--- config.mk ---
export PLATFORM = sky130hd
export DESIGN_NAME = rce_fifo
export DESIGN_NICKNAME = d
export VERILOG_FILES = /design/src/rtl/rce_pkg.sv /design/src/rtl/rce_fifo.sv
export SDC_FILE = /design/constraint.sdc
export NUM_CORES = 1
export LEC_CHECK = 0
export BUFFER_PORTS_ARGS = -buffer_cell sky130_fd_sc_hd__buf_2
export CAP_MARGIN = 20
export CORE_MARGIN = 8
export CORE_UTILIZATION = 40
export DETAILED_ROUTE_END_ITERATION = 8
export PLACE_DENSITY = 0.58
export SLEW_MARGIN = 20
export SYNTH_ARGS = -nofsm -noshare
export SYNTH_HDL_FRONTEND = slang
export SYNTH_SLANG_ARGS = --single-unit
export TNS_END_PERCENT = 100
--- constraint.sdc ---
create_clock -name clk_i -period 3 [get_ports clk_i]
set_input_delay 0.9 -clock clk_i [delete_from_list [all_inputs] [get_ports clk_i]]
set_output_delay 0.9 -clock clk_i [all_outputs]
set_load 0.01 [all_outputs]
--- src/rtl/rce_pkg.sv ---
package rce_pkg;

  // Frame size limits and the widths that follow from them.
  localparam int MAX_WIDTH  = 2048;
  localparam int MAX_HEIGHT = 4096;
  localparam int COL_W      = $clog2(MAX_WIDTH);
  localparam int ROW_W      = $clog2(MAX_HEIGHT);
  localparam int WDIM_W     = COL_W + 1;
  localparam int HDIM_W     = ROW_W + 1;

  // Fixed field widths of the ports.
  localparam int PIX_W          = 8;
  localparam int FRAME_WIDTH_W  = 12;
  localparam int FRAME_HEIGHT_W = 13;
  localparam int CFG_DATA_W     = 13;
  localparam int CFG_IDX_W      = 2;

  // Frame size after reset, clipped to the limits.
  localparam int RESET_WIDTH  = (640 > MAX_WIDTH) ? MAX_WIDTH : 640;
  localparam int RESET_HEIGHT = (480 > MAX_HEIGHT) ? MAX_HEIGHT : 480;

  // Depth of the job queue between front and back.
  localparam int QUEUE_DEPTH = 4;
  localparam int QPTR_W      = $clog2(QUEUE_DEPTH);

  typedef logic [PIX_W-1:0]  pix_t;
  typedef logic [COL_W-1:0]  col_t;
  typedef logic [ROW_W-1:0]  row_t;
  typedef logic [WDIM_W-1:0] wdim_t;
  typedef logic [HDIM_W-1:0] hdim_t;

  // Configuration register indexes.
  typedef enum logic [CFG_IDX_W-1:0] {
    REG_FRAME_WIDTH  = 2'd0,
    REG_FRAME_HEIGHT = 2'd1
  } cfg_reg_e;

  // Which results one source pixel gives, in output order.
  typedef struct packed {
    logic mag;
    logic right;
    logic bottom;
  } res_mask_t;

  // One classified pixel with its neighborhood.
  typedef struct packed {
    row_t      row;
    col_t      col;
    pix_t      px;
    pix_t      up;
    pix_t      ul;
    pix_t      left;
    res_mask_t mask;
  } job_t;

endpackage

--- src/rtl/rce_fifo.sv ---
module rce_fifo (
  input  logic          clk_i,
  input  logic          rst_ni,
  input  logic          push_i,
  input  rce_pkg::job_t push_data_i,
  output logic          full_o,
  input  logic          pop_i,
  output logic          pop_valid_o,
  output rce_pkg::job_t pop_data_o
);

  rce_pkg::job_t                 entry_q [rce_pkg::QUEUE_DEPTH];
  logic [rce_pkg::QPTR_W-1:0]    wr_q, wr_d, rd_q, rd_d;
  logic [rce_pkg::QPTR_W:0]      cnt_q, cnt_d;
  logic                          do_push, do_pop;

  assign full_o      = (cnt_q == (rce_pkg::QPTR_W + 1)'(rce_pkg::QUEUE_DEPTH));
  assign pop_valid_o = (cnt_q != '0);
  assign pop_data_o  = entry_q[rd_q];
  assign do_push     = push_i && !full_o;
  assign do_pop      = pop_i && pop_valid_o;

  // Pointer and fill count update.
  always_comb begin
    wr_d  = wr_q;
    rd_d  = rd_q;
    cnt_d = cnt_q;
    if (do_push) begin
      wr_d = (wr_q == rce_pkg::QPTR_W'(rce_pkg::QUEUE_DEPTH - 1)) ? '0 : wr_q + 1'b1;
    end
    if (do_pop) begin
      rd_d = (rd_q == rce_pkg::QPTR_W'(rce_pkg::QUEUE_DEPTH - 1)) ? '0 : rd_q + 1'b1;
    end
    if (do_push && !do_pop) begin
      cnt_d = cnt_q + 1'b1;
    end else if (do_pop && !do_push) begin
      cnt_d = cnt_q - 1'b1;
    end
  end

  always_ff @(posedge clk_i or negedge rst_ni) begin
    if (!rst_ni) begin
      wr_q  <= '0;
      rd_q  <= '0;
      cnt_q <= '0;
    end else begin
      wr_q  <= wr_d;
      rd_q  <= rd_d;
      cnt_q <= cnt_d;
    end
  end

  always_ff @(posedge clk_i) begin
    if (do_push) begin
      entry_q[wr_q] <= push_data_i;
    end
  end

endmodule

After elaboration in Yosys (flattened, before gate mapping)
Memory sizes are Yosys's and may differ from the RTL's. Index checks and enable logic that the tools add are counted.

Add/sub/neg operators: 4. Multipliers: 0. Div/mod/pow operators: 0. Order comparisons: 0. Equality and inequality tests: 3. Shifts and indexed selects: 0. Muxes and demuxes: 6. Bitwise logic cells: 0. Reduce and logical (&&, ||, !) cells: 9.

Operators with widths (count): two-way mux 3 bit (2); adder 2 x 1 -> 2 bit, second input constant (2); == test 2 bit, second input constant (2); logical AND 1 bit (4); two-way mux 2 bit (2); adder 3 x 1 -> 3 bit, second input constant (1); == test 3 bit, second input constant (1); zero test 1 bit (3); nonzero test 3 bit (1); subtractor 3 x 1 -> 3 bit, second input constant (1); two-way mux 1 bit (2); nonzero test 2 bit (1).

Bits in registers: 7. Bits in latches: 0. Memory bits (writable): 232. Memory bits (read-only): 0. Input bits: 62. Output and inout bits: 60. Word-level logic and storage cells: 26. Memories kept: 1.

Memories: entry_q (depth 4, width 58, read ports 1, clocked after memory_dff 0, wr ports 1, line rce_fifo.sv:12) `rce_pkg::job_t entry_q [rce_pkg::QUEUE_DEPTH];`.

Logic depth before layout (Yosys ltp)
Depth after elaboration: 7. Gate-level depth with buffers: 9. Gate-level depth less buffers: 8.

Worst setup path before layout
Ideal clock, no wire load.

Kind: input -> register. From: input push_i. To: memory entry_q[1][0] (netlist name) (enable). Library setup time: 0.422 ns. Arrival: 2.556 ns. Required time: 2.578 ns. Setup slack: 0.022 ns. Stages: 3. Path buffers: 1. Path through: nor2b_1 > buf_6 > and2_1.

Longest elaborated chain between the ends: 3.

RTL lines: from (decl) (line rce_fifo.sv:4) `input logic push_i,`; logical AND 1 bit (line rce_fifo.sv:20) `assign do_push = push_i && !full_o;`; named net do_push (line rce_fifo.sv:15) `logic do_push, do_pop;`; two-way mux 1 bit (line rce_fifo.sv:54) `if (do_push) begin`; two-way mux 1 bit (implied by the code) (line rce_fifo.sv:55) `entry_q[wr_q] <= push_data_i;`; to (decl) (line rce_fifo.sv:12).

The timed path passes the listed nets, and every way through them passes these cells.

==> flow_metrics.py <==
metrics = {
    "critical_path": {
        "reg2reg_to": "cnt_q[2]",
        "worst_r2r_start": "cnt_q[0]",
        "critical_path_required_ns": 2.10,
        "worst_path_maximum_fanout": 21,
        "critPathKind": "flip-flop to output pin",
        "critPathLaunchType": "flip-flop",
        "startpoint": "rd_q[0]",
        "crit_path_end_kind": "output pin",
        "critPathArrivalTime_ns": 2.00,
        "worst-r2r-setup-slack_ns": 0.86,
        "ff2ff_path_depth": 8,
    },
    "cts": {
        "postCtsSetupBuffers": 5,
        "cts-resized-gates": 0,
        "cts-root-to-sink-buffers": 3,
        "clock_tree.root_cell": "sky130_fd_sc_hd__clkbuf_16",
        "cts_made_buffers": 26,
        "number_of_h_tree_levels": 1,
        "worst_skew_pair.late_latency_ns": 0.51,
        "hold_buffer_count_at_cts": 0,
        "clkTransAtPathRegs_ns": 0.06,
        "tritoncts_num_sinks": 239,
        "cts_tree": "built",
    },
    "logic_synthesis": {
        "yosysTopAreaCellShare": 0.7828,
        "synth_cell_type_count": 20,
        "synth_sequential_area_ratio": 0.8025,
        "postSynthRegisterBits": 239,
        "postSynthAreaPerCell_um2": 26.10,
        "yosys_warnings": 0,
        "synth_top_cell_by_area": "sky130_fd_sc_hd__edfxtp_1",
        "netlist_area_um2": 8900,
        "yosys-top-cells-area": "sky130_fd_sc_hd__edfxtp_1 78%, sky130_fd_sc_hd__mux4_2 15%, sky130_fd_sc_hd__dfrtp_1 2.0%",
        "syn-instance-count": 341,
        "postSynthNetCount": 410,
    },
    "power": {
        "cellInternalPower_uw": 8146,
        "switching_power_uw": 3109,
        "netSwitchingFraction": 0.2763,
        "leakagePower_uw": 0.003766,
        "p_seq_frac": 0.408,
        "combinationalPowerShare": 0.291,
        "pwr_density_cell_nw_per_um2": 1035,
        "max-vdd-ir-drop_v": 0.0005121,
        "portion_of_total_power_attributed_to_the_clock_network": 0.301,
    },
    "outcome": {
        "result_of_the_run": "completed",
    },
    "routing": {
        "residual_drc_count": 0,
        "avgRoutedWirePerCell_um": 21.39,
        "detail_route.vias_per_cell": 5.042,
        "overall_via_count_from_detail_route": 3998,
        "drt_first_pass_iters": 4,
        "ant_nets": 0,
        "totalWireLength_um": 16960,
        "drt_first_iter_violations": 176,
    },
    "global_routing": {
        "global_route.overflow_total": 0,
        "antenna_violations_before_repair": 2,
        "grt_start_max_net_pins": 52,
        "grt_first_pass_wirelength_um": 26020,
        "first_global_vias": 4634,
        "gr-usage-all-layers": 0.1251,
    },
    "sta": {
        "report.final.setup_viol": 0,
        "maxSlewHeadroom": 0.7745,
        "final.setup_skew_ns": 0.006357,
        "setup_total_negative_slack_ns": 0,
        "final-hold-violation-count": 0,
        "postLayoutSetupSlackWorst_ns": 0.09713,
        "drv_slew": 0,
        "timing.fmax_mhz": 344.5,
        "final.period_utilization": 0.9676,
        "period_minus_slack_ns": 2.903,
        "unrepaired_setup_endpoints_after_global_routing": "no",
        "worst_pin_slew_ns": 0.3382,
    },
    "finish": {
        "final_net_count": 562,
        "drive_above_1_share": 0.4922,
        "area.growth.synth_to_final_pct": 22.14,
    },
    "floorplanning": {
        "initial_core_util": 0.4078,
        "fp.dieArea_um2": 27280,
        "fp.coreArea_um2": 21820,
        "floorplan.io_pins": 122,
        "placement_rows": 54,
        "die_height_um": 165.2,
        "die_w_um": 165.2,
    },
    "flow_run": {
        "drv.max_cap_violation_count": 0,
    },
    "worst_hold_path": {
        "hold_class": "primary input to asynchronous set/reset pin",
    },
    "place": {
        "place_hpwl_um": 10540,
        "pre_cts_slack_ns": 0.4031,
        "gpl.final_weighted_congestion": 0.6797,
        "portBuffers": 121,
    },
}
[through the flow]
step	instances	hold slack [ns]	instance area [um^2]	util	total power, uW
floorplan	341	0.4542	8900	-	6819
global route	792	0.2014	10870	0.4980	11810
detailed placement	740	0.5185	9886	0.4530	7981
finish	793	0.2186	10870	0.4981	11260
global placement	740	0.4703	9886	0.4530	7910
CTS	792	0.2057	10870	0.4980	11480
[worst max-delay path: stages, from the launching register on]
cell                      delay (ns)
sky130_fd_sc_hd__dfrtp_4        0.42
sky130_fd_sc_hd__buf_12         0.13
sky130_fd_sc_hd__buf_12         0.22
sky130_fd_sc_hd__mux4_2         0.55
sky130_fd_sc_hd__buf_2          0.16
[cell type report]
class | count | area [um^2]
fillers | 1779 | 10950
flip-flops and latches | 239 | 7147
multi-input cells | 84 | 1574
repair buffers | 139 | 853.3
clock buffers | 29 | 683.2
well taps | 280 | 350.3
clock inverters | 18 | 249.0
inverters | 3 | 11.26
diodes | 1 | 2.502
[synth_stat cells]
| cell | instances |
|---|---|
| sky130_fd_sc_hd__edfxtp_1 | 232 |
| sky130_fd_sc_hd__mux4_2 | 58 |
| sky130_fd_sc_hd__dfrtp_1 | 7 |
| sky130_fd_sc_hd__buf_12 | 6 |
| sky130_fd_sc_hd__ha_1 | 6 |
| sky130_fd_sc_hd__buf_2 | 5 |
| sky130_fd_sc_hd__and2_1 | 4 |
| sky130_fd_sc_hd__inv_1 | 3 |
| sky130_fd_sc_hd__mux2_2 | 3 |
| sky130_fd_sc_hd__nor2_1 | 3 |
| sky130_fd_sc_hd__buf_4 | 2 |
| sky130_fd_sc_hd__buf_6 | 2 |
| sky130_fd_sc_hd__mux2_4 | 2 |
| sky130_fd_sc_hd__xor2_1 | 2 |
| sky130_fd_sc_hd__fa_1 | 1 |
| sky130_fd_sc_hd__nand2_2 | 1 |
| sky130_fd_sc_hd__nor2b_1 | 1 |
| sky130_fd_sc_hd__nor3b_2 | 1 |
| sky130_fd_sc_hd__or3_4 | 1 |
| sky130_fd_sc_hd__xnor2_1 | 1 |
[cells in the final DEF (no fill, tap or decap), drive strengths merged]
master / instances
mux2: 5
ha: 6
or3: 1
inv: 5
fa: 1
nor3b: 1
buf: 139
mux4: 58
nand2: 1
clkinvlp: 1
xor2: 2
clkinv: 9
clkbuf: 29
and2: 4
nor2b: 1
dfrtp: 7
nor2: 3
diode: 1
xnor2: 1
bufinv: 6
edfxtp: 232
[worst max path at each step]
stage	cells after the start	slack (ns)	endpoint
2_1_floorplan	3	0.02	entry_q[1][0]
3_3_place_gp	3	0.39	pop_data_o[43]
3_5_place_dp	3	0.40	pop_data_o[39]
4_1_cts	4	0.06	pop_data_o[46]
5_1_grt	4	0.009	pop_data_o[39]
6_report	4	0.1	pop_data_o[46]
[power by group through the flow]
stage,combinational (uW),clock [uW],sequential (uW)
6_report,3280,3390,4590
2_1_floorplan,2200,0,4620
5_1_grt,3580,3590,4640
3_3_place_gp,3210,0,4700
4_1_cts,3410,3480,4600
3_5_place_dp,3240,0,4740
[state kept, by name, indices dropped and copies added (netlist names)]
register  flops
cnt_q         3
wr_q          2
rd_q          2
entry_q     232
[logic make-up after synthesis]
group | after synthesis | synth area share
DFF | 239 | 0.8025
muxes | 63 | 0.1539
buffers and inverters | 18 | 0.02179
and+or+nand+nor | 11 | 0.008154
adders and majority gates | 7 | 0.01068
xor gates and xnor gates | 3 | 0.002953
[per-layer routing]
layer | share of wire | GRT usage
met1 | 0.42 | 0.1527
met2 | 0.49 | 0.2143
met3 | 0.069 | 0.03594
met4 | 0.018 | 0.03317
met5 | 0.0013 | 0
Note: power is estimated with default switching activity, not from simulation.
