**config.mk**
```make
export PLATFORM = sky130hd
export DESIGN_NAME = rce_back
export DESIGN_NICKNAME = d
export VERILOG_FILES = /design/src/rtl/rce_pkg.sv /design/src/rtl/rce_back.sv
export SDC_FILE = /design/constraint.sdc
export NUM_CORES = 1
export LEC_CHECK = 0
export BUFFER_PORTS_ARGS = -buffer_cell sky130_fd_sc_hd__buf_4
export CELL_PAD_IN_SITES_DETAIL_PLACEMENT = 2
export CELL_PAD_IN_SITES_GLOBAL_PLACEMENT = 2
export CORE_ASPECT_RATIO = 0.9
export CORE_MARGIN = 4
export CORE_UTILIZATION = 45
export DETAILED_ROUTE_END_ITERATION = 16
export PLACE_DENSITY = 0.81
export SETUP_SLACK_MARGIN = 0.5
export SLEW_MARGIN = 20
export SYNTH_ARGS = -nofsm -noshare
export SYNTH_HDL_FRONTEND = slang
export SYNTH_SLANG_ARGS = --single-unit
```
**constraint.sdc**
```tcl
create_clock -name clk_i -period 10.8 [get_ports clk_i]
set_input_delay 1.62 -clock clk_i [delete_from_list [all_inputs] [get_ports clk_i]]
set_output_delay 1.62 -clock clk_i [all_outputs]
set_load 0.05 [all_outputs]
```
**src/rtl/rce_pkg.sv**
```systemverilog
package rce_pkg;

  // Frame size limits and the widths that follow from them.
  localparam int MAX_WIDTH  = 2048;
  localparam int MAX_HEIGHT = 4096;
  localparam int COL_W      = $clog2(MAX_WIDTH);
  localparam int ROW_W      = $clog2(MAX_HEIGHT);
  localparam int WDIM_W     = COL_W + 1;
  localparam int HDIM_W     = ROW_W + 1;

  // Fixed field widths of the ports.
  localparam int PIX_W          = 8;
  localparam int FRAME_WIDTH_W  = 12;
  localparam int FRAME_HEIGHT_W = 13;
  localparam int CFG_DATA_W     = 13;
  localparam int CFG_IDX_W      = 2;

  // Frame size after reset, clipped to the limits.
  localparam int RESET_WIDTH  = (640 > MAX_WIDTH) ? MAX_WIDTH : 640;
  localparam int RESET_HEIGHT = (480 > MAX_HEIGHT) ? MAX_HEIGHT : 480;

  // Depth of the job queue between front and back.
  localparam int QUEUE_DEPTH = 4;
  localparam int QPTR_W      = $clog2(QUEUE_DEPTH);

  typedef logic [PIX_W-1:0]  pix_t;
  typedef logic [COL_W-1:0]  col_t;
  typedef logic [ROW_W-1:0]  row_t;
  typedef logic [WDIM_W-1:0] wdim_t;
  typedef logic [HDIM_W-1:0] hdim_t;

  // Configuration register indexes.
  typedef enum logic [CFG_IDX_W-1:0] {
    REG_FRAME_WIDTH  = 2'd0,
    REG_FRAME_HEIGHT = 2'd1
  } cfg_reg_e;

  // Which results one source pixel gives, in output order.
  typedef struct packed {
    logic mag;
    logic right;
    logic bottom;
  } res_mask_t;

  // One classified pixel with its neighborhood.
  typedef struct packed {
    row_t      row;
    col_t      col;
    pix_t      px;
    pix_t      up;
    pix_t      ul;
    pix_t      left;
    res_mask_t mask;
  } job_t;

endpackage

```
**src/rtl/rce_back.sv**
```systemverilog
module rce_back (
  input  logic                          clk_i,
  input  logic                          rst_ni,
  input  logic                          job_valid_i,
  output logic                          job_ready_o,
  input  rce_pkg::job_t                 job_i,
  output logic                          out_valid_o,
  input  logic                          out_ready_i,
  output logic [rce_pkg::ROW_W-1:0]     out_row_o,
  output logic [rce_pkg::COL_W-1:0]     out_column_o,
  output logic [rce_pkg::PIX_W-1:0]     magnitude_o,
  output logic                          last_o
);

  typedef struct packed {
    logic [9:0] rem;
    logic [7:0] root;
  } root_t;

  // Four digits of the restoring square root, two radicand bits each.
  function automatic root_t root_step4(input logic [9:0] rem_in,
                                       input logic [7:0] root_in,
                                       input logic [7:0] pairs);
    logic [11:0] rem_v;
    logic [11:0] trial;
    logic [7:0]  root_v;
    root_t       res;
    rem_v  = {2'b00, rem_in};
    root_v = root_in;
    for (int k = 0; k < 4; k++) begin
      rem_v = {rem_v[9:0], pairs[7-2*k -: 2]};
      trial = {2'b00, root_v, 2'b01};
      if (rem_v >= trial) begin
        rem_v  = rem_v - trial;
        root_v = {root_v[6:0], 1'b1};
      end else begin
        root_v = {root_v[6:0], 1'b0};
      end
    end
    res.rem  = rem_v[9:0];
    res.root = root_v;
    return res;
  endfunction

  // Stage registers.
  logic          sq_v_q, rt1_v_q, rt2_v_q;
  rce_pkg::job_t sq_job_q, rt1_job_q, rt2_job_q;
  logic [15:0]   sq_a_q, sq_b_q;
  logic [9:0]    rt1_rem_q;
  logic [7:0]    rt1_root_q, rt1_low_q, rt2_mag_q;
  logic          rt1_sat_q;

  // Result sequencer registers.
  rce_pkg::res_mask_t em_mask_q, em_mask_d, em_cleared;
  rce_pkg::row_t      em_row_q;
  rce_pkg::col_t      em_col_q;
  rce_pkg::pix_t      em_px_q, em_up_q, em_mag_q;

  logic        out_fire, em_free;
  logic        rt2_mv, rt2_ready, rt1_mv, rt1_ready, sq_mv, sq_ready, pop;
  logic [7:0]  ad1, ad2;
  logic [16:0] sum;
  root_t       hi_res, lo_res;

  // Stage handshakes: a stage moves when the next one is free or moving.
  assign out_fire    = out_valid_o && out_ready_i;
  assign em_free     = (em_mask_q == '0) || (out_fire && (em_cleared == '0));
  assign rt2_mv      = rt2_v_q && em_free;
  assign rt2_ready   = !rt2_v_q || rt2_mv;
  assign rt1_mv      = rt1_v_q && rt2_ready;
  assign rt1_ready   = !rt1_v_q || rt1_mv;
  assign sq_mv       = sq_v_q && rt1_ready;
  assign sq_ready    = !sq_v_q || sq_mv;
  assign pop         = job_valid_i && sq_ready;
  assign job_ready_o = sq_ready;

  always_ff @(posedge clk_i or negedge rst_ni) begin
    if (!rst_ni) begin
      sq_v_q  <= 1'b0;
      rt1_v_q <= 1'b0;
      rt2_v_q <= 1'b0;
    end else begin
      if (pop) begin
        sq_v_q <= 1'b1;
      end else if (sq_mv) begin
        sq_v_q <= 1'b0;
      end
      if (sq_mv) begin
        rt1_v_q <= 1'b1;
      end else if (rt1_mv) begin
        rt1_v_q <= 1'b0;
      end
      if (rt1_mv) begin
        rt2_v_q <= 1'b1;
      end else if (rt2_mv) begin
        rt2_v_q <= 1'b0;
      end
    end
  end

  // Absolute diagonal differences, squared.
  assign ad1 = (job_i.ul >= job_i.px) ? job_i.ul - job_i.px : job_i.px - job_i.ul;
  assign ad2 = (job_i.left >= job_i.up) ? job_i.left - job_i.up : job_i.up - job_i.left;

  always_ff @(posedge clk_i) begin
    if (pop) begin
      sq_job_q <= job_i;
      sq_a_q   <= {8'd0, ad1} * {8'd0, ad1};
      sq_b_q   <= {8'd0, ad2} * {8'd0, ad2};
    end
  end

  // Sum of squares and the upper four root digits.
  assign sum    = {1'b0, sq_a_q} + {1'b0, sq_b_q};
  assign hi_res = root_step4(10'd0, 8'd0, sum[15:8]);

  always_ff @(posedge clk_i) begin
    if (sq_mv) begin
      rt1_job_q  <= sq_job_q;
      rt1_sat_q  <= sum[16];
      rt1_low_q  <= sum[7:0];
      rt1_rem_q  <= hi_res.rem;
      rt1_root_q <= hi_res.root;
    end
  end

  // Lower four root digits; a root of 256 or more saturates.
  assign lo_res = root_step4(rt1_rem_q, rt1_root_q, rt1_low_q);

  always_ff @(posedge clk_i) begin
    if (rt1_mv) begin
      rt2_job_q <= rt1_job_q;
      rt2_mag_q <= rt1_sat_q ? 8'hFF : lo_res.root;
    end
  end

  // Drop the result just delivered; order is magnitude, right, bottom.
  always_comb begin
    em_cleared = em_mask_q;
    priority if (em_mask_q.mag) begin
      em_cleared.mag = 1'b0;
    end else if (em_mask_q.right) begin
      em_cleared.right = 1'b0;
    end else begin
      em_cleared.bottom = 1'b0;
    end
  end

  always_comb begin
    em_mask_d = em_mask_q;
    if (rt2_mv) begin
      em_mask_d = rt2_job_q.mask;
    end else if (out_fire) begin
      em_mask_d = em_cleared;
    end
  end

  always_ff @(posedge clk_i or negedge rst_ni) begin
    if (!rst_ni) begin
      em_mask_q <= '0;
    end else begin
      em_mask_q <= em_mask_d;
    end
  end

  always_ff @(posedge clk_i) begin
    if (rt2_mv) begin
      em_row_q <= rt2_job_q.row;
      em_col_q <= rt2_job_q.col;
      em_px_q  <= rt2_job_q.px;
      em_up_q  <= rt2_job_q.up;
      em_mag_q <= rt2_mag_q;
    end
  end

  // Output beat for the first pending result.
  assign out_valid_o = (em_mask_q != '0);
  assign last_o      = (em_cleared == '0);

  always_comb begin
    out_row_o    = em_row_q;
    out_column_o = em_col_q;
    magnitude_o  = em_px_q;
    priority if (em_mask_q.mag) begin
      out_row_o    = em_row_q - 1'b1;
      out_column_o = em_col_q - 1'b1;
      magnitude_o  = em_mag_q;
    end else if (em_mask_q.right) begin
      out_row_o    = em_row_q - 1'b1;
      magnitude_o  = em_up_q;
    end else begin
      magnitude_o  = em_px_q;
    end
  end

endmodule
```
# ---- Yosys cells after proc, flatten, opt, wreduce, memory -nomap -nowiden
# Cells that the tools add are included.
dict set report op_classes {
  n_addsub 14
  multipliers 2
  div 0
  order_cmp 10
  eq_ne 0
  n_shift 0
  muxes 32
  bitwise 0
  reduce_logical 20
}
# cell count
set ops {}
lappend ops {{10-bit 2-to-1 mux} 7}
lappend ops {{8-bit by 8-bit multiplier with 16-bit output} 2}
lappend ops {{8-bit 2-to-1 mux} 4}
lappend ops {{8-bit subtractor} 4}
lappend ops {{12-bit 2-to-1 mux} 2}
lappend ops {{16-bit by 16-bit adder with 17-bit output} 1}
lappend ops {{8-bit >= comparator} 2}
lappend ops {{1-bit 2-to-1 mux} 15}
lappend ops {{12-bit by 3-bit >= comparator with 1-bit output} 1}
lappend ops {{12-bit by 4-bit >= comparator with 1-bit output} 1}
lappend ops {{12-bit by 5-bit >= comparator with 1-bit output} 1}
lappend ops {{12-bit by 6-bit >= comparator with 1-bit output} 1}
lappend ops {{12-bit by 7-bit >= comparator with 1-bit output} 1}
lappend ops {{12-bit by 8-bit >= comparator with 1-bit output} 1}
lappend ops {{12-bit by 9-bit >= comparator with 1-bit output} 1}
lappend ops {{12-bit by 1-bit subtractor with 12-bit output, second input constant} 1}
lappend ops {{11-bit 2-to-1 mux} 1}
lappend ops {{11-bit by 1-bit subtractor with 11-bit output, second input constant} 1}
lappend ops {{10-bit by 3-bit subtractor with 10-bit output} 1}
lappend ops {{10-bit by 4-bit subtractor with 10-bit output} 1}
lappend ops {{10-bit by 5-bit subtractor with 10-bit output} 1}
lappend ops {{10-bit by 6-bit subtractor with 10-bit output} 1}
lappend ops {{10-bit by 7-bit subtractor with 10-bit output} 1}
lappend ops {{10-bit by 8-bit subtractor with 10-bit output} 1}
lappend ops {{10 further kinds} 25}
dict set report totals {
  reg_bits 242
  latchBits 0
  ramBits 0
  romBits 0
  in_bits 62
  out_inout_bits 34
  wordCells 117
  n_memories 0
}

# ---- Longest topological paths before layout
# Gate-level depths: netlist of the first run.
dict set report logic_depth {
  depth_word 13
  depth_mapped 35
  mapped_depth_nobuf 35
}

# ---- Worst setup path before layout of the first run
# No wires, ideal clock.
dict set report synth_path {
  kind {input to register}
  startpoint {input job_i[11] (netlist name)}
  endpoint {register sq_a_q[15] (data pin)}
  setup_time_ns 0.266
  arrival_ns 8.066
  required_ns 10.534
  setup_slack_ns 2.468
  stages 31
  n_path_buf 0
  cell_sequence {inv_1 -> ha_1 -> inv_1 -> fa_1 -> a21oi_1 -> o211ai_1 -> a21o_1 -> a21o_1 -> a21o_1 -> a21oi_2 -> mux2_2 -> a311o_1 -> xnor2_1 -> nor2_1 -> fa_1 -> xnor2_1 -> xnor2_1 -> fa_1 -> inv_1 -> fa_1 -> inv_1 -> ha_1 -> inv_1 -> o21bai_1 -> a21oi_1 -> nor2b_1 -> o21a_1 -> nor3_1 -> nor2_1 -> o41ai_1 -> xnor2_1}
}
dict set report synth_between {
  elab_chain_cells 3
  word_cells_on_any_way 5
  cone_classes {add/sub (2); mul (1); order compare (1); mux (1)}
}
# element line
set synth_lines {}
lappend synth_lines {{start, declared} rce_back.sv:6} ;# input rce_pkg::job_t job_i,
lappend synth_lines {{8-bit subtractor or 8-bit >= comparator (tied branches)} rce_back.sv:102} ;# assign ad1 = (job_i.ul >= job_i.px) ? job_i.ul - job_i.px : job_i.px - job_i.ul;
lappend synth_lines {{8-bit 2-to-1 mux *} rce_back.sv:102}
lappend synth_lines {{8-bit by 8-bit multiplier with 16-bit output *} rce_back.sv:108} ;# sq_a_q <= {8'd0, ad1} * {8'd0, ad1};
lappend synth_lines {{end signal, assigned} rce_back.sv:108}
lappend synth_lines {{end, declared} rce_back.sv:48} ;# logic [15:0] sq_a_q, sq_b_q;
# Mark *: on every way between the ends. The rest lies on a longest branch, timed or not.
# A chain may end at the register's enable or synchronous reset.

# ---- Final worst setup path of the first run
dict set report layout_path {
  startpoint {register rt1_root_q[3]}
  endpoint {register rt2_mag_q[0] (data pin)}
}
dict set report layout_between {
  elab_chain_cells 8
  word_cells_on_any_way 14
  cone_classes {add/sub (3); order compare (4); mux (7)}
}
# element line
set layout_lines {}
lappend layout_lines {{start, declared} rce_back.sv:50} ;# logic [7:0] rt1_root_q, rt1_low_q, rt2_mag_q;
lappend layout_lines {{start signal, assigned} rce_back.sv:123} ;# rt1_root_q <= hi_res.root;
lappend layout_lines {{10-bit by 6-bit subtractor with 10-bit output or 12-bit by 6-bit >= comparator with 1-bit output (tied branches)} {rce_back.sv:34, rce_back.sv:33}}
lappend layout_lines {{10-bit 2-to-1 mux or 1-bit 2-to-1 mux (tied branches)} rce_back.sv:33} ;# if (rem_v >= trial) begin
lappend layout_lines {{10-bit by 7-bit subtractor with 10-bit output or 12-bit by 7-bit >= comparator with 1-bit output (tied branches)} {rce_back.sv:34, rce_back.sv:33}}
lappend layout_lines {{10-bit 2-to-1 mux or 1-bit 2-to-1 mux (tied branches)} rce_back.sv:33}
lappend layout_lines {{10-bit by 8-bit subtractor with 10-bit output or 12-bit by 8-bit >= comparator with 1-bit output (tied branches)} {rce_back.sv:34, rce_back.sv:33}}
lappend layout_lines {{10-bit 2-to-1 mux or 1-bit 2-to-1 mux (tied branches)} rce_back.sv:33}
lappend layout_lines {{12-bit by 9-bit >= comparator with 1-bit output *} rce_back.sv:33}
lappend layout_lines {{1-bit 2-to-1 mux *} rce_back.sv:33}
lappend layout_lines {{end signal, assigned} rce_back.sv:133} ;# rt2_mag_q <= rt1_sat_q ? 8'hFF : lo_res.root;
lappend layout_lines {{end, declared} rce_back.sv:50}
# Marked as above.

==> flow_summary.json, run 1 <==
{
  "synthFlopType": "edfxtp_1",
  "min_period_ns": 9.94,
  "period_share_pct": 92.0,
  "ant_nets": 0,
  "drt_iter0_markers": 694,
  "syn_avg_cell_area_um2": 11.6,
  "clkSinkCount": 240,
  "holdPathStages": 0,
  "worst_pin_slew_ns": 1.13,
  "hold_viol_final": 0,
  "antenna_found_initial": 0,
  "fmax_mhz": 101,
  "hold_class": "reg -> reg",
  "grt_pass1_vias": 12500,
  "cts.htree.levels": 1,
  "crit_top_cell": "ha_1",
  "drv_slew": 0,
  "critical_path_required_ns": 11.05,
  "vias_per_cell": 5.88,
  "synth-edff-count": 234,
  "synth_nets": 1551,
  "drc_errors": 0,
  "tns_ns": 0,
  "gp_congestion": 0.809,
  "grt_max_degree": 73,
  "status": "completed",
  "fin_nets": 1662,
  "yosysMostFrequentCell": "edfxtp_1",
  "num_rows": 63,
  "wl_per_cell_um": 27.9,
  "core_um2": 32900,
  "final_core_utilization_pct": 51.9,
  "ios": 96,
  "setup_slack_ns": 0.862,
  "diodes": 0,
  "initial_core_util_pct": 45.6,
  "synth_common_cells": "edfxtp_1 (234), ha_1 (142), inv_1 (138)",
  "root_buffer": "clkbuf_16",
  "grt_setup_unrepaired": "false",
  "synthArstFlopShare_pct": 2.50,
  "grt_pass1_wl_um": 77900,
  "area_growth_pct": 13.8,
  "clk_path_buf_depth": 3,
  "synth.top_cells.by_area": "edfxtp_1 (47%), ha_1 (12%), fa_1 (7.2%), xnor2_1 (3.7%), inv_1 (3.4%)",
  "synth_area_leader_cell": "edfxtp_1",
  "ys_ff_latch": 240,
  "n_fill_cell": 3227,
  "synth_area_um2": 15000,
  "cts_tree": "done",
  "synth_warnings": 0,
  "die-area_um2": 36400,
  "drtPass1Iterations": 5,
  "worstPathArrival_ns": 10.18,
  "post-place-ws_ns": 1.22,
  "r2r_cells": 34,
  "dp.cells": 1796,
  "skew_ns": 0.0206,
  "vias": 10900,
  "fin_cells": 1848,
  "ctsHoldBuffers": 0,
  "drt_wl_total_um": 51500,
  "port_buffers": 95,
  "path_clk_slew_ns": 0.06,
  "numCtsBuffers": 28,
  "fp.dieH_um": 181,
  "critPathMaxFanout": 14,
  "synth_top_area_share_pct": 46.7,
  "cp-end-kind": "flop",
  "cpPeakStageDelay_ns": 0.65,
  "crit_path_top_delay_cell": "a2111o_1",
  "grt.total_usage_pct": 27.7,
  "die-width_um": 201,
  "finalSetupViolCount": 0,
  "syn_inst": 1293,
  "hpwl_um": 37400,
  "relSlewSlack_pct": 24.9,
  "yosysUniqueCellTypes": 75,
  "synth_seq_area_share_pct": 47.7,
  "max_cap_violations": 0,
  "grt_overflow": 0,
  "clk_latency_ns": 0.56,
  "drive_above_1_share_pct": 12.8,
  "start_kind": "flop",
  "path_class": "reg -> reg"
}
==> registers in the layout, summed over array words and instances (netlist names), 3 cells and up <==
name and cells:
rt2_mag_q 8, rt1_rem_q 10, rt1_job_q 42, rt1_low_q 8, em_col_q 11, em_mask_q 3
em_px_q 8, em_row_q 12, sq_a_q 15, em_mag_q 8, em_up_q 8, rt2_job_q 42
rt1_root_q 4, sq_job_q 42, sq_b_q 15
==> through the flow <==
stage / cell area, um2 / hold WS [ns]
after floorplan: 15000 / 0.400
after global placement: 16200 / 0.400
after detailed placement: 16200 / 0.406
after CTS: 17100 / 0.413
after global routing: 17100 / 0.418
final: 17100 / 0.419
==> logic make-up after synthesis <==
logic type      count (synthesis)  share of synthesized area [%]
flops                         240                           47.7
mux                            33                           2.33
compound gates                235                           10.4
xor+xnor                       99                           5.77
fa+ha+maj                     198                           19.1
buf+inv                       156                           3.96
simple gates                  332                           10.7
==> per-layer routing <==
layer  vias up  share of wire [%]  GRT usage, %
met2       302                 53          51.9
met3       140                4.0          4.04
met5         -                  0             0
met1      5580                 38          31.5
li1       4838                  -             -
met4         0                5.1          12.2
==> final timing paths <==
kind,from,end,slack (ns)
min in group asynchronous,rst_ni,sq_v_q,0.87
hold / removal,rt2_job_q[40],em_col_q[5],0.42
setup / recovery,rt1_root_q[3],rt2_mag_q[0],0.86
hold reg to reg,rt2_job_q[40],em_col_q[5],0.42
setup reg to reg,rt1_root_q[3],rt2_mag_q[0],0.86
max in group asynchronous,rst_ni,em_mask_q[0],9.81
==> cell type report <==
class	instances	area, um2	area share, %
repair buffers	98	736	4.30
clock inverters	11	82.6	0.482
well taps	422	528	3.09
inverters	139	526	3.07
multi-input cells	897	7290	42.6
clock buffers	41	781	4.56
flip-flops and latches	240	7180	41.9
==> layout by cell type (no fill, tap or decap), types with 47 or more instances in the layout <==
master    synthesis  routed
nor2_1          119     119
xnor2_1          64      64
edfxtp_1        234     234
o21ai_0          47      47
fa_1             54      54
nand2_1          65      65
a21oi_1          66      66
buf_4             0      98
inv_1           138     137
ha_1            142     142
==> what timing repair did <==
action,4_1_cts,5_1_grt
setup endpoints to repair,0,1
setup buffers,0,0
gates resized for setup,0,3
==> critical path, delay by kind of cell (launching register included) <==
kind                     cells  cell delay [ns]
buffers and inverters        3             0.96
AO/OA/AOI/OAI               10             3.08
flip-flops                   1             0.37
adder cells (fa/ha/maj)      4             1.29
AND/OR/NAND/NOR             16             3.58
XOR/XNOR                     1             0.32
Power of run 1 is left out: the tool's default activity adds up to more than one toggle a clock period on the data nets, which glitch-free logic cannot reach.
==> inputs of run 2 (changes only) <==
--- a/config.mk
+++ b/config.mk
@@ -12,8 +12,9 @@
 export CORE_MARGIN = 4
 export CORE_UTILIZATION = 45
 export DETAILED_ROUTE_END_ITERATION = 16
+export MAX_ROUTING_LAYER = met4
 export PLACE_DENSITY = 0.81
-export SETUP_SLACK_MARGIN = 0.5
+export SETUP_SLACK_MARGIN = 0.4
 export SLEW_MARGIN = 20
 export SYNTH_ARGS = -nofsm -noshare
 export SYNTH_HDL_FRONTEND = slang
==> run 2 against run 1 <==
Compared with the run above: global-route usage up 0.84 points; critical path depth unchanged; maximum frequency decreased by 0.17%; clock skew shrank 0.0035 ns; register-to-register slack got worse by 0.02 ns; clock-buffer cell count stayed put; sequential share of layout area hardly changed; routed wire length up 0.14%; final cell count unchanged.
==> flow_summary.json, run 2 (synthesized netlist as in run 1, its figures left out) <==
{
  "status": "completed",
  "layout_commonest_cell": "edfxtp_1",
  "worst_pin_slew_ns": 1.11,
  "fmax_mhz": 100,
  "die-width_um": 201,
  "core_um2": 32900,
  "drv_slew": 0,
  "clk_path_buf_depth": 3,
  "cts.htree.levels": 1,
  "tns_ns": 0,
  "ant_nets": 0,
  "critical_path_required_ns": 11.05,
  "ios": 96,
  "gp_congestion": 0.821,
  "drive_above_1_share_pct": 12.6,
  "grt_setup_unrepaired": "false",
  "relSlewSlack_pct": 26.0,
  "root_buffer": "clkbuf_16",
  "clkSinkCount": 240,
  "port_buffers": 95,
  "hold_viol_final": 0,
  "die-area_um2": 36400,
  "finalSetupViolCount": 0,
  "critPathMaxFanout": 14,
  "crit_path_top_delay_cell": "a2111o_1",
  "start_kind": "flop",
  "diodes": 0,
  "cts_tree": "done",
  "cpPeakStageDelay_ns": 0.65,
  "vias_per_cell": 5.90,
  "max_cap_violations": 0,
  "antenna_found_initial": 0,
  "grt_pass1_vias": 12500,
  "seqCellArea_um2": 7180,
  "fin_nets": 1662,
  "skew_ns": 0.0171,
  "multiInputGateArea_um2": 7280,
  "drc_errors": 0,
  "period_share_pct": 92.2,
  "cp-end-kind": "flop",
  "path_clk_slew_ns": 0.06,
  "wl_per_cell_um": 27.9,
  "final_cell_mix": "edfxtp_1 (234), ha_1 (142), inv_1 (138)",
  "fp.dieH_um": 181,
  "drtPass1Iterations": 5,
  "num_rows": 63,
  "min_period_ns": 9.96,
  "path_class": "reg -> reg",
  "critPathBufInv": 3,
  "grt_pass1_wl_um": 77900,
  "worstPathArrival_ns": 10.20,
  "hpwl_um": 37400,
  "drt_iter0_markers": 579,
  "area_growth_pct": 13.7,
  "grt_overflow": 0,
  "numCtsBuffers": 28,
  "initial_core_util_pct": 45.6,
  "clk_latency_ns": 0.55,
  "vias": 10900,
  "grt_max_degree": 73,
  "n_fill_cell": 3228,
  "largestRegisters": "rt1_job_q (42), rt2_job_q (42), sq_job_q (42)",
  "drt_wl_total_um": 51600,
  "crit_top_cell": "ha_1",
  "path_delay_family": "simple AND/OR/NAND/NOR gates",
  "cts_setup_buffers": 0,
  "hold_class": "reg -> reg",
  "grt.total_usage_pct": 28.6
}
## run 2: final cells by class
type | count | share of cell area [%]
clock buffer | 41 | 4.57
clock inverter | 11 | 0.483
inverter | 139 | 3.05
multi-input combinational | 897 | 42.5
sequential | 240 | 42.0
tap | 422 | 3.09
timing repair buffer | 98 | 4.30
## run 2: path summary, 6_finish.rpt
kind | endpoint | startpoint | depth (start not counted) | slack [ns]
max in group asynchronous | em_mask_q[0] | rst_ni | 1 | 9.80
max | rt2_mag_q[0] | rt1_root_q[3] | 34 | 0.84
min in group asynchronous | sq_v_q | rst_ni | 1 | 0.87
max reg2reg | rt2_mag_q[0] | rt1_root_q[3] | 34 | 0.84
min | rt2_job_q[39] | rt1_job_q[39] | 0 | 0.42
min reg2reg | rt2_job_q[39] | rt1_job_q[39] | 0 | 0.42
## run 2: worst register-to-register path, delay by kind of cell, from the launching register on
family,cells,cell delay (ns)
AOI/OAI and AO/OA,10,3.03
xor gates and xnor gates,1,0.33
adders and majority gates,4,1.29
buffers and inverters,3,1.04
DFF,1,0.37
and+or+nand+nor,16,3.57
## run 2: timing repair
item                                    4_1_cts  5_1_grt
hold buffers                                  0        0
endpoints found under the setup margin        0        1
endpoints found under the hold margin         0        0
resized for setup                             0        1
## run 2: metal layers
| metal | global-route usage, % | part of all wire (%) | vias to the layer above |
|---|---|---|---|
| met3 | 3.91 | 4.5 | 145 |
| met1 | 31.5 | 38 | 5573 |
| met2 | 52.0 | 53 | 345 |
| li1 | - | - | 4848 |
| met5 | - | 0 | - |
| met4 | 12.2 | 5.0 | 0 |
## run 2: per-stage QoR
stage | cells | hold WS (ns) | utilization, % | cell area, um2 | worst slack (ns)
4_1_cts | 1848 | 0.413 | 51.9 | 17100 | 0.667
3_3_place_gp | 1796 | 0.400 | 49.3 | 16200 | 1.78
3_5_place_dp | 1796 | 0.406 | 49.3 | 16200 | 1.22
6_report | 1848 | 0.417 | 51.9 | 17100 | 0.845
2_1_floorplan | 1293 | 0.400 | - | 15000 | 2.47
5_1_grt | 1848 | 0.418 | 51.9 | 17100 | 0.454
Power of run 2 is left out for the same reason.
